==> src/rtl/pir_pkg.sv <==
// Shared widths, codes, types and constants of the PI regulator.
package pir_pkg;

	localparam int DATA_W    = 16;  // samples, limits, drive
	localparam int GAIN_W    = 15;  // gain registers
	localparam int DIV_W     = 16;  // divisor registers
	localparam int PROD_W    = 31;  // gain * error
	localparam int ACC_W     = 32;  // integral accumulator, divider dividend
	localparam int SUM_W     = 33;  // sums of two quotients, accumulator update
	localparam int CFG_IDX_W = 3;

	// Divider retires two quotient bits per cycle
	localparam int DIV_BITS_PER_CYC = 2;
	localparam int DIV_CYCLES       = ACC_W / DIV_BITS_PER_CYC;
	localparam int DIV_CNT_W        = $clog2(DIV_CYCLES);

	// Accumulator saturation bounds
	localparam logic signed [SUM_W-1:0] INTEG_POS_BOUND = 33'sd2000000000;
	localparam logic signed [SUM_W-1:0] INTEG_NEG_BOUND = -33'sd2000000000;

	// Register reset values
	localparam logic [GAIN_W-1:0]        PROP_GAIN_RST  = 15'd50;
	localparam logic [DIV_W-1:0]         PROP_DIV_RST   = 16'd1000;
	localparam logic [GAIN_W-1:0]        INTEG_GAIN_RST = 15'd1;
	localparam logic [DIV_W-1:0]         INTEG_DIV_RST  = 16'd10000;
	localparam logic signed [DATA_W-1:0] UPPER_RST      = 16'sd1920;
	localparam logic signed [DATA_W-1:0] LOWER_RST      = -16'sd1920;

	// Configuration register indexes
	localparam logic [CFG_IDX_W-1:0] REG_PROP_GAIN  = 3'd0;
	localparam logic [CFG_IDX_W-1:0] REG_PROP_DIV   = 3'd1;
	localparam logic [CFG_IDX_W-1:0] REG_INTEG_GAIN = 3'd2;
	localparam logic [CFG_IDX_W-1:0] REG_INTEG_DIV  = 3'd3;
	localparam logic [CFG_IDX_W-1:0] REG_UPPER      = 3'd4;
	localparam logic [CFG_IDX_W-1:0] REG_LOWER      = 3'd5;

	typedef enum logic [3:0] {
		ST_IDLE,
		ST_MUL,
		ST_DIV_P,
		ST_DIV_I,
		ST_CHECK,
		ST_UPDATE,
		ST_DIV_I2,
		ST_FIN,
		ST_OUT
	} pir_state_t;

	// Divider status back to the sequencer
	typedef struct packed {
		logic                    busy;
		logic                    done;
		logic signed [ACC_W-1:0] quot;
	} pir_div_stat_t;

endpackage

==> src/rtl/pir_if.sv <==
// Item channels of the PI regulator: sample input and result output.
interface pir_in_if import pir_pkg::*; ();
	logic                     valid;
	logic                     ready;
	logic signed [DATA_W-1:0] reference;
	logic signed [DATA_W-1:0] feedback;

	modport source(output valid, output reference, output feedback, input ready);
	modport sink(input valid, input reference, input feedback, output ready);
endinterface

interface pir_out_if import pir_pkg::*; ();
	logic                     valid;
	logic                     ready;
	logic signed [DATA_W-1:0] drive;
	logic signed [SUM_W-1:0]  raw_output;

	modport source(output valid, output drive, output raw_output, input ready);
	modport sink(input valid, input drive, input raw_output, output ready);
endinterface

==> src/rtl/pir_div.sv <==
// Shared signed-by-unsigned restoring divider, two quotient bits per cycle, truncating.
module pir_div import pir_pkg::*; (
	input  logic                    clk,
	input  logic                    arst_n,
	input  logic                    start,
	input  logic signed [ACC_W-1:0] dividend,
	input  logic [DIV_W-1:0]        divisor,
	output pir_div_stat_t           stat
);

	logic                 busy_q;
	logic                 done_q;
	logic [DIV_CNT_W-1:0] cnt_q;
	logic [DIV_W-1:0]     rem_q;
	logic [ACC_W-1:0]     mag_q;   // dividend bits out at the top, quotient bits in below
	logic [DIV_W-1:0]     dvs_q;
	logic                 neg_q;

	logic [DIV_W-1:0] rem_nxt;
	logic [ACC_W-1:0] mag_nxt;
	logic [DIV_W:0]   part_rem;

	// Two dependent restoring steps
	always_comb begin
		rem_nxt  = rem_q;
		mag_nxt  = mag_q;
		part_rem = '0;
		for (int i = 0; i < DIV_BITS_PER_CYC; i++) begin
			part_rem = {rem_nxt, mag_nxt[ACC_W-1]};
			mag_nxt  = {mag_nxt[ACC_W-2:0], 1'b0};
			if (part_rem >= {1'b0, dvs_q}) begin
				part_rem   = part_rem - {1'b0, dvs_q};
				mag_nxt[0] = 1'b1;
			end
			rem_nxt = part_rem[DIV_W-1:0];
		end
	end

	// Control
	always_ff @(posedge clk or negedge arst_n) begin
		if (!arst_n) begin
			busy_q <= 1'b0;
			done_q <= 1'b0;
			cnt_q  <= '0;
		end else begin
			done_q <= 1'b0;
			if (start) begin
				busy_q <= 1'b1;
				cnt_q  <= '0;
			end else if (busy_q) begin
				cnt_q <= cnt_q + 1'b1;
				if (cnt_q == DIV_CNT_W'(DIV_CYCLES - 1)) begin
					busy_q <= 1'b0;
					done_q <= 1'b1;
				end
			end
		end
	end

	// Operands and partial results; a zero divisor acts as one
	always_ff @(posedge clk) begin
		if (start) begin
			neg_q <= dividend[ACC_W-1];
			mag_q <= dividend[ACC_W-1] ? ACC_W'(-dividend) : ACC_W'(dividend);
			dvs_q <= (divisor == '0) ? DIV_W'(1) : divisor;
			rem_q <= '0;
		end else if (busy_q) begin
			mag_q <= mag_nxt;
			rem_q <= rem_nxt;
		end
	end

	assign stat.busy = busy_q;
	assign stat.done = done_q;
	assign stat.quot = neg_q ? $signed(-mag_q) : $signed(mag_q);

endmodule

==> src/rtl/pi_regulator_anti_windup_top.sv <==
// PI regulator with conditional-integration anti-windup: sequencer, datapath and registers.
//
// One sample item (reference, feedback) gives one result item (drive, raw_output). The
// sequencer takes an item only when idle and runs it through one multiplier and one shared
// divider that retires two quotient bits per cycle. A held integral needs two divisions
// before the result is offered; when the accumulator is updated a third division follows
// first. The next item can be taken in the cycle after the result is taken. Configuration
// writes go straight into the registers and must only be made while no item is in flight;
// a divisor of zero acts as one.
module pi_regulator_anti_windup_top import pir_pkg::*; (
	input  logic                 clk,
	input  logic                 arst_n,
	input  logic                 cfg_we,
	input  logic [CFG_IDX_W-1:0] cfg_index,
	input  logic [DATA_W-1:0]    cfg_data,
	pir_in_if.sink               samples,
	pir_out_if.source            results
);

	// Configuration registers
	logic [GAIN_W-1:0]        prop_gain_q;
	logic [DIV_W-1:0]         prop_div_q;
	logic [GAIN_W-1:0]        integ_gain_q;
	logic [DIV_W-1:0]         integ_div_q;
	logic signed [DATA_W-1:0] upper_q;
	logic signed [DATA_W-1:0] lower_q;

	// Sequencer and datapath
	pir_state_t               state_q;
	pir_state_t               state_nxt;
	logic signed [ACC_W-1:0]  acc_q;
	logic signed [DATA_W-1:0] err_q;
	logic signed [PROD_W-1:0] mul_q;
	logic signed [ACC_W-1:0]  pq_q;
	logic signed [ACC_W-1:0]  iq_q;
	logic signed [DATA_W-1:0] drive_q;
	logic signed [SUM_W-1:0]  raw_q;

	logic                     accept;
	logic                     div_start;
	logic signed [ACC_W-1:0]  div_dividend;
	logic [DIV_W-1:0]         div_divisor;
	pir_div_stat_t            div_stat;

	logic [GAIN_W-1:0]        gain_sel;
	logic signed [ACC_W-1:0]  mul_full;
	logic signed [SUM_W-1:0]  quot_sum;
	logic signed [SUM_W-1:0]  upper_ext;
	logic signed [SUM_W-1:0]  lower_ext;
	logic                     integ_ok;
	logic signed [SUM_W-1:0]  acc_sum;
	logic signed [ACC_W-1:0]  acc_sat;
	logic signed [DATA_W-1:0] drive_nxt;

	assign accept = samples.valid && samples.ready;

	// Register writes; indexes past the list are dropped
	always_ff @(posedge clk or negedge arst_n) begin
		if (!arst_n) begin
			prop_gain_q  <= PROP_GAIN_RST;
			prop_div_q   <= PROP_DIV_RST;
			integ_gain_q <= INTEG_GAIN_RST;
			integ_div_q  <= INTEG_DIV_RST;
			upper_q      <= UPPER_RST;
			lower_q      <= LOWER_RST;
		end else if (cfg_we) begin
			unique case (cfg_index)
				REG_PROP_GAIN:  prop_gain_q  <= cfg_data[GAIN_W-1:0];
				REG_PROP_DIV:   prop_div_q   <= cfg_data;
				REG_INTEG_GAIN: integ_gain_q <= cfg_data[GAIN_W-1:0];
				REG_INTEG_DIV:  integ_div_q  <= cfg_data;
				REG_UPPER:      upper_q      <= $signed(cfg_data);
				REG_LOWER:      lower_q      <= $signed(cfg_data);
				default: ;
			endcase
		end
	end

	// Shared divider
	pir_div u_div (
		.clk      (clk),
		.arst_n   (arst_n),
		.start    (div_start),
		.dividend (div_dividend),
		.divisor  (div_divisor),
		.stat     (div_stat)
	);

	assign div_dividend = (state_q == ST_DIV_P)
		? {{(ACC_W-PROD_W){mul_q[PROD_W-1]}}, mul_q} : acc_q;
	assign div_divisor  = (state_q == ST_DIV_P) ? prop_div_q : integ_div_q;

	// Shared multiplier: proportional product first, integral increment later
	assign gain_sel = (state_q == ST_CHECK) ? integ_gain_q : prop_gain_q;
	assign mul_full = $signed({1'b0, gain_sel}) * err_q;

	// Trial / final output and the integration window
	assign quot_sum  = {pq_q[ACC_W-1], pq_q} + {iq_q[ACC_W-1], iq_q};
	assign upper_ext = {{(SUM_W-DATA_W){upper_q[DATA_W-1]}}, upper_q};
	assign lower_ext = {{(SUM_W-DATA_W){lower_q[DATA_W-1]}}, lower_q};
	assign integ_ok  = (integ_gain_q != '0) && (quot_sum < upper_ext) && (quot_sum > lower_ext);

	// Accumulator update with saturation
	assign acc_sum = {acc_q[ACC_W-1], acc_q} + {{(SUM_W-PROD_W){mul_q[PROD_W-1]}}, mul_q};
	always_comb begin
		if (acc_sum > INTEG_POS_BOUND) begin
			acc_sat = INTEG_POS_BOUND[ACC_W-1:0];
		end else if (acc_sum < INTEG_NEG_BOUND) begin
			acc_sat = INTEG_NEG_BOUND[ACC_W-1:0];
		end else begin
			acc_sat = acc_sum[ACC_W-1:0];
		end
	end

	// Output clamp, upper test first
	always_comb begin
		if (quot_sum >= upper_ext) begin
			drive_nxt = upper_q;
		end else if (quot_sum <= lower_ext) begin
			drive_nxt = lower_q;
		end else begin
			drive_nxt = quot_sum[DATA_W-1:0];
		end
	end

	// Next state
	always_comb begin
		state_nxt = state_q;
		unique case (state_q)
			ST_IDLE:   if (accept) state_nxt = ST_MUL;
			ST_MUL:    state_nxt = ST_DIV_P;
			ST_DIV_P:  if (div_stat.done) state_nxt = ST_DIV_I;
			ST_DIV_I:  if (div_stat.done) state_nxt = ST_CHECK;
			ST_CHECK:  state_nxt = integ_ok ? ST_UPDATE : ST_FIN;
			ST_UPDATE: state_nxt = ST_DIV_I2;
			ST_DIV_I2: if (div_stat.done) state_nxt = ST_FIN;
			ST_FIN:    state_nxt = ST_OUT;
			ST_OUT:    if (results.ready) state_nxt = ST_IDLE;
			default:   state_nxt = ST_IDLE;
		endcase
	end

	// Sequencer outputs
	always_comb begin
		samples.ready = 1'b0;
		results.valid = 1'b0;
		div_start     = 1'b0;
		unique case (state_q) inside
			ST_IDLE:                     samples.ready = 1'b1;
			ST_OUT:                      results.valid = 1'b1;
			ST_DIV_P, ST_DIV_I, ST_DIV_I2: div_start = !div_stat.busy && !div_stat.done;
			default: ;
		endcase
	end

	// State and accumulator
	always_ff @(posedge clk or negedge arst_n) begin
		if (!arst_n) begin
			state_q <= ST_IDLE;
			acc_q   <= '0;
		end else begin
			state_q <= state_nxt;
			if (state_q == ST_UPDATE) acc_q <= acc_sat;
		end
	end

	// Datapath payload
	always_ff @(posedge clk) begin
		if (accept) err_q <= samples.reference - samples.feedback;
		if (state_q == ST_MUL || state_q == ST_CHECK) mul_q <= mul_full[PROD_W-1:0];
		if (state_q == ST_DIV_P && div_stat.done) pq_q <= div_stat.quot;
		if ((state_q == ST_DIV_I || state_q == ST_DIV_I2) && div_stat.done) iq_q <= div_stat.quot;
		if (state_q == ST_FIN) begin
			drive_q <= drive_nxt;
			raw_q   <= quot_sum;
		end
	end

	assign results.drive      = drive_q;
	assign results.raw_output = raw_q;

	// Checks
	a_one_side_busy: assert property (@(posedge clk) disable iff (!arst_n)
		!(samples.ready && results.valid))
		else $error("sample taken while a result is pending");

	a_acc_bounded: assert property (@(posedge clk) disable iff (!arst_n)
		($signed({acc_q[ACC_W-1], acc_q}) <= INTEG_POS_BOUND)
		&& ($signed({acc_q[ACC_W-1], acc_q}) >= INTEG_NEG_BOUND))
		else $error("integral accumulator outside its bounds");

	a_div_launch_idle: assert property (@(posedge clk) disable iff (!arst_n)
		div_start |=> div_stat.busy)
		else $error("divider launch not taken");

	a_accept_to_mul: assert property (@(posedge clk) disable iff (!arst_n)
		accept |=> (state_q == ST_MUL))
		else $error("sequencer did not start on a taken item");

endmodule

==> src/flat_wrapper.sv <==
// flat-port wrapper written by rule: the top's interface ports become plain ports
module pi_regulator_anti_windup_top_flat import pir_pkg::*;
  (clk, arst_n, cfg_we, cfg_index, cfg_data, samples_valid, samples_reference, samples_feedback, samples_ready, results_valid, results_drive, results_raw_output, results_ready);
  pir_in_if samples_i ();
  pir_out_if results_i ();
  input  logic clk;
  input  logic arst_n;
  input  logic cfg_we;
  input  logic [CFG_IDX_W-1:0] cfg_index;
  input  logic [DATA_W-1:0] cfg_data;
  input wire logic [$bits(samples_i.valid)-1:0] samples_valid;
  input wire logic [$bits(samples_i.reference)-1:0] samples_reference;
  input wire logic [$bits(samples_i.feedback)-1:0] samples_feedback;
  output wire logic [$bits(samples_i.ready)-1:0] samples_ready;
  output wire logic [$bits(results_i.valid)-1:0] results_valid;
  output wire logic [$bits(results_i.drive)-1:0] results_drive;
  output wire logic [$bits(results_i.raw_output)-1:0] results_raw_output;
  input wire logic [$bits(results_i.ready)-1:0] results_ready;
  assign samples_i.valid = samples_valid;
  assign samples_i.reference = samples_reference;
  assign samples_i.feedback = samples_feedback;
  assign samples_ready = samples_i.ready;
  assign results_valid = results_i.valid;
  assign results_drive = results_i.drive;
  assign results_raw_output = results_i.raw_output;
  assign results_i.ready = results_ready;
  pi_regulator_anti_windup_top u_core (.clk(clk), .arst_n(arst_n), .cfg_we(cfg_we), .cfg_index(cfg_index), .cfg_data(cfg_data), .samples(samples_i), .results(results_i));
endmodule
==> config.mk <==
export PLATFORM = sky130hd
export DESIGN_NAME = pi_regulator_anti_windup_top_flat
export DESIGN_NICKNAME = d
export VERILOG_FILES = /design/src/rtl/pir_pkg.sv /design/src/rtl/pir_if.sv /design/src/rtl/pir_div.sv /design/src/rtl/pi_regulator_anti_windup_top.sv /design/src/flat_wrapper.sv
export SDC_FILE = /design/constraint.sdc
export NUM_CORES = 1
export LEC_CHECK = 0
export BUFFER_PORTS_ARGS = -buffer_cell sky130_fd_sc_hd__buf_2
export CAP_MARGIN = 20
export CORE_UTILIZATION = 38
export CTS_BUF_LIST = sky130_fd_sc_hd__clkbuf_4 sky130_fd_sc_hd__clkbuf_8
export DETAILED_ROUTE_END_ITERATION = 16
export HOLD_SLACK_MARGIN = 0.06
export PLACE_DENSITY = 0.51
export SYNTH_ARGS = -nofsm -noshare
export SYNTH_HDL_FRONTEND = slang
export SYNTH_SLANG_ARGS = --single-unit
==> constraint.sdc <==
create_clock -name clk -period 7.4 [get_ports clk]
set_input_delay 0.74 -clock clk [delete_from_list [all_inputs] [get_ports clk]]
set_output_delay 0.74 -clock clk [all_outputs]
set_load 0.01 [all_outputs]
### After elaboration in Yosys (flattened, before gate mapping)

Index checks and enable logic that the tools add are counted.
W data, S select, Z words.

* $add $sub $neg: 8
* multiply operators: 1
* $lt $le $gt $ge: 8
* equality and inequality tests: 19
* multiplexer cells: 33
* reduce and logical (&&, ||, !) cells: 23

Operator list (number)
* $mux W32: 7
* $mux W16: 5
* $neg A32 Y32: 2
* $sub A16 B16 Y16: 3
* $pmux W4 S9: 1
* $ge A17 B16 Y1: 2
* $add A32 B31 Y33: 1
* $add A32 B32 Y33: 1
* $ge A33 B16 Y1: 1
* $gt A33 B16 Y1: 1
* $gt A33 B32 Y1 const B: 1
* $le A33 B16 Y1: 1
* $lt A33 B16 Y1: 1
* $lt A33 B32 Y1 const B: 1
* $mul A16 B16 Y31: 1
* $mux W4: 7
* $eq A4 B3 Y1 const B: 4
* $logic_not A16 Y1: 1
* $mux W15: 1
* $reduce_bool A15 Y1: 1
* $reduce_and A2 Y1: 6
* $mux W1: 11
* $eq A4 B2 Y1 const B: 2
* $eq A4 B4 Y1 const B: 2
* other kinds (16): 28

* flip-flop bits (word level): 361
* bits of input ports: 56
* output and inout bits: 51
* logic and storage cells: 113

### Logic depth before layout (Yosys ltp)

* depth in word-level cells: 6
* mapped depth: 30
* depth with buffers taken out: 27

### Hierarchy

From an unflattened synthesis, not the netlist that was laid out.

* cell total of the unflattened synthesis: 3095
* area total of the unflattened synthesis: 30872.1 um^2

Modules (own cells, without submodules)
* pi_regulator_anti_windup_top: instances 1, cells each 2421, area an instance 24984.0 um^2, seq. area each 8089.0 um^2
* pir_div: instances 1, cells each 674, area an instance 5888.1 um^2, seq. area each 1941.9 um^2

### Worst setup path before layout

OpenSTA, ideal clock, no wires.

* path kind: register to register
* start point: register u_core.state_q[0]
* end point: register u_core.mul_q[27] (data pin)
* library setup time: 0.266 ns
* arrival time: 7.780 ns
* data required time: 7.134 ns
* path slack: -0.646 ns
* stages on the path, launching flop included: 28
* path buffers: 2
* period minus slack after synthesis: 8.046 ns
* cells stage by stage: dfrtp_1 > buf_1 > nor3_1 > clkbuf_1 > mux2_2 > and2_1 > fa_1 > inv_1 > fa_1 > fa_1 > inv_1 > fa_1 > fa_1 > inv_1 > fa_1 > inv_1 > ha_1 > a21o_1 > a21o_1 > a21o_1 > a21o_1 > a221oi_1 > o21ai_0 > a21oi_1 > o21ai_0 > a2111oi_0 > nor3_1 > xor2_1

* longest elaborated chain between the ends: 3

Ends and longest elaborated chain
* start: declaration: line pi_regulator_anti_windup_top.sv:29 `pir_state_t state_q;`
* start signal: assignment: line pi_regulator_anti_windup_top.sv:162 `state_q <= state_nxt;`
* $eq A4 B3 Y1: line pi_regulator_anti_windup_top.sv:94 `assign gain_sel = (state_q == ST_CHECK) ? integ_gain_q : prop_gain_q;`
* $mux W15: line pi_regulator_anti_windup_top.sv:94
* $mul A16 B16 Y31: line pi_regulator_anti_windup_top.sv:95 `assign mul_full = $signed({1'b0, gain_sel}) * err_q;`
* via u_core.mul_full[27]: line pi_regulator_anti_windup_top.sv:46 `logic signed [ACC_W-1:0] mul_full;`
* end signal: assignment: line pi_regulator_anti_windup_top.sv:170 `if (state_q == ST_MUL || state_q == ST_CHECK) mul_q <= mul_full[PROD_W-1:0];`
* end: declaration: line pi_regulator_anti_windup_top.sv:33 `logic signed [PROD_W-1:0] mul_q;`

The timed path passes the listed nets, and every way through them passes these cells.
A chain may end at the register's enable or synchronous reset.

### Final worst setup path

* start point: register u_core.state_q[3]
* end point: register u_core.mul_q[27] (data pin)

The elaborated chain is that of the path after synthesis.

==> reports/metrics.cfg <==
[placement]
placed_cells = 4227
place_hpwl_mm = 63.5
routabilityCongestion = 0.904
port_buffers = 106

[synth]
yosys.area_share.simple_pct = 14.0
yosys_register_bits = 361
synth_top_family_by_area = adder cells
synth_most_common_cell = nand2_1
synth_edf_count = 209
netlist_area_sq_mm = 0.0305
synth_cell_types = 86
synth.top_cells.by_count = 349 x nand2_1, 339 x inv_1, 296 x ha_1
synth_top_area_share_pct = 20.5
ys_warn_count = 0
synth-compound-area-share_pct = 11.9
syn_inst = 3079
synth_area_leaders = edfxtp_1 21%, fa_1 12%, ha_1 12%
synth_mux_area_share_pct = 6.50
synth_top_area_cell = edfxtp_1
synth_xor_area_share_pct = 5.07
ys.flop_type = edfxtp_1
syn_nets = 3616
synth_fa_ha_area_share_pct = 24.2
synthArstFlopShare_pct = 37.7
ys_seq_area_share_pct = 32.8
post_synth.cell_area_avg_sq_um = 9.92

[clocking]
cts_made_buffers = 70
cts.sinks = 361
cts_tree = yes
htreeDepth = 3
insertion_delay_ns = 0.65
root_buffer = clkbuf_8
cts-hold-fix-buffers = 0
clkTransAtPathRegs_ns = 0.06
cts_buffer_depth = 3

[sta]
tightest_slew_ns = 1.06
finalMaxSlewViolations = 0
setup_violations = 0
fmax_ghz = 0.140
period_share_pct = 96.8
fin_worst_skew_ns = 0.0340
hold_viol = 0
period_minus_slack_ns = 7.16
slew_headroom_pct = 28.9
rsz0062_at_grt = true

[global_routing]
grt_max_degree = 75
grt_pass1_wl_mm = 128
antenna_found_initial = 3
overflow = 0
gr-usage-all-layers_pct = 19.7
grt_pass1_vias = 23846

[finish]
fillCellCount = 7694
finish.net_count = 3791
drive_gt1_share_pct = 16.0
stdcell_count = 4357
area_growth_pct = 12.9

[floorplanning]
initial_core_util_pct = 38.5
core_sq_mm = 0.0793
io_pins = 107
dieArea_sq_mm = 0.0815
dieWidth_um = 286
die_h_um = 286
rows = 103

[worst_setup_path]
critPathRequiredTime_ns = 7.76
critical_path_class = flop to flop
crit_fanout = 7
worstPathArrival_ns = 7.53
rrSetupSlack_ns = 0.24
start_kind = flop
endpoint_kind = flop

[route]
wl_mm = 79.4
routedWlPerCell_um = 18.2
drt_iter0_markers = 1093
route.detailed.drc = 0
ant_nets = 0
firstDrtPassIters = 5
via_count = 22670
via_per_inst = 5.20

[min_path]
hp-class = primary input to asynchronous set/reset pin

[run_status]
status = finished clean

[job]
maxCapViolCount = 0

## layout make-up
cell class / instances / area (sq um) / area share [%]
clock inverter: 21 / 229 / 0.664
tap: 1050 / 1310 / 3.81
antenna: 1 / 2.50 / 0.00726
sequential: 361 / 10000 / 29.1
multi-input combinational: 2286 / 19100 / 55.4
clock buffer: 103 / 1280 / 3.71
timing repair buffer: 195 / 1260 / 3.65
inverter: 340 / 1280 / 3.70
## layer usage
| metal | up-vias | part of all wire (%) | track usage (%) |
|---|---|---|---|
| met3 | 146 | 3.4 | 2.70 |
| li1 | 11018 | - | - |
| met5 | - | 0 | 0 |
| met4 | 0 | 3.3 | 7.10 |
| met2 | 425 | 50 | 35.1 |
| met1 | 11081 | 43 | 24.2 |
## worst max-delay path, cell delays in order, from the launching register on
cell and delay, ns:
dfrtp_1 0.38, nand2b_4 0.16, nor3_4 0.22, buf_12 0.16, buf_6 0.12, mux2_4 0.36
buf_4 0.16, and2_1 0.15, fa_1 0.48, inv_1 0.05, fa_2 0.56, fa_1 0.42
inv_1 0.08, fa_1 0.44, fa_1 0.52, fa_1 0.49, ha_1 0.32, a21o_1 0.17
a21o_1 0.17, a21o_1 0.19, a221oi_2 0.32, o21ai_1 0.11, a21oi_2 0.20, o21ai_2 0.10
a2111oi_2 0.30, nor3_1 0.11, xor2_1 0.15
## state kept, by name, summed over array words and instances (netlist names), 16 cells and up
name	cells
u_core.integ_div_q	16
u_core.acc_q	32
u_core.results.raw_output	33
u_core.err_q	16
u_core.u_div.dvs_q	16
u_core.u_div.mag_q	32
u_core.results.drive	16
u_core.mul_q	31
u_core.u_div.rem_q	16
u_core.prop_div_q	16
u_core.lower_q	16
u_core.pq_q	32
u_core.iq_q	32
u_core.upper_q	16
## logic make-up (layout without fill, tap and decap cells)
| group | Yosys count | in the layout |
|---|---|---|
| mux | 185 | 185 |
| fa+ha+maj | 481 | 481 |
| simple gates | 887 | 887 |
| other cells | 0 | 1 |
| flops | 361 | 361 |
| buf+inv | 432 | 659 |
| compound gates | 557 | 557 |
| xor+xnor | 176 | 176 |
## final timing paths
check	startpoint	endpoint	cells past startpoint
setup reg to reg	u_core.state_q[3]$_DFFE_PN0P_	u_core.mul_q[27]$_DFFE_PP_	26
min in group clk	results_ready	u_core.state_q[3]$_DFFE_PN0P_	2
setup / recovery	u_core.state_q[3]$_DFFE_PN0P_	u_core.mul_q[27]$_DFFE_PP_	26
max in group asynchronous	arst_n	u_core.prop_gain_q[10]$_DFFE_PN0P_	2
hold / removal	arst_n	u_core.acc_q[25]$_DFFE_PN0P_	1
hold reg to reg	u_core.u_div.rem_q[11]$_SDFFE_PP0P_	u_core.u_div.rem_q[11]$_SDFFE_PP0P_	2
## repair_timing
action | 4_1_cts | 5_1_grt
setup buffers | 0 | 4
endpoints found under the setup margin | 1 | 8
resized for setup | 3 | 40
endpoints found under the hold margin | 0 | 0
pin swaps | 6 | 33
## through the flow
step,worst slack [ns],hold slack [ns],util [%],setup TNS (ns),cell area [sq um]
after floorplan,0.0408,0.444,-,0,30600
after global placement,-0.0661,0.470,41.3,-0.0661,32800
after detailed placement,-0.0629,0.473,41.4,-0.0629,32800
after CTS,0.0156,0.0903,43.3,0,34300
after global routing,-0.0312,0.116,43.5,-0.0312,34500
final,0.239,0.0888,43.5,0,34500
## cell usage in the layout (no fill, tap or decap), types with 18 or more instances in the layout
master and instances:
dfrtp_1 111, buf_2 105, nor2b_1 44, a21o_1 62, xor2_1 48, nor2_1 127
nand3_1 39, dfstp_2 25, clkbuf_8 81, nor4_1 20, and2_1 110, o21a_1 23
buf_4 81, nand2_1 347, a21oi_1 117, mux2i_1 79, ha_1 294, fa_1 179
nand2b_1 19, o21ai_0 150, nor3_1 57, mux2_2 96, clkbuf_4 22, a31oi_1 18
inv_1 337, edfxtp_1 209, xnor2_1 127, nand4_1 30
Power is left out: the tool's default activity adds up to more than one toggle a clock period on the data nets, which glitch-free logic cannot reach.
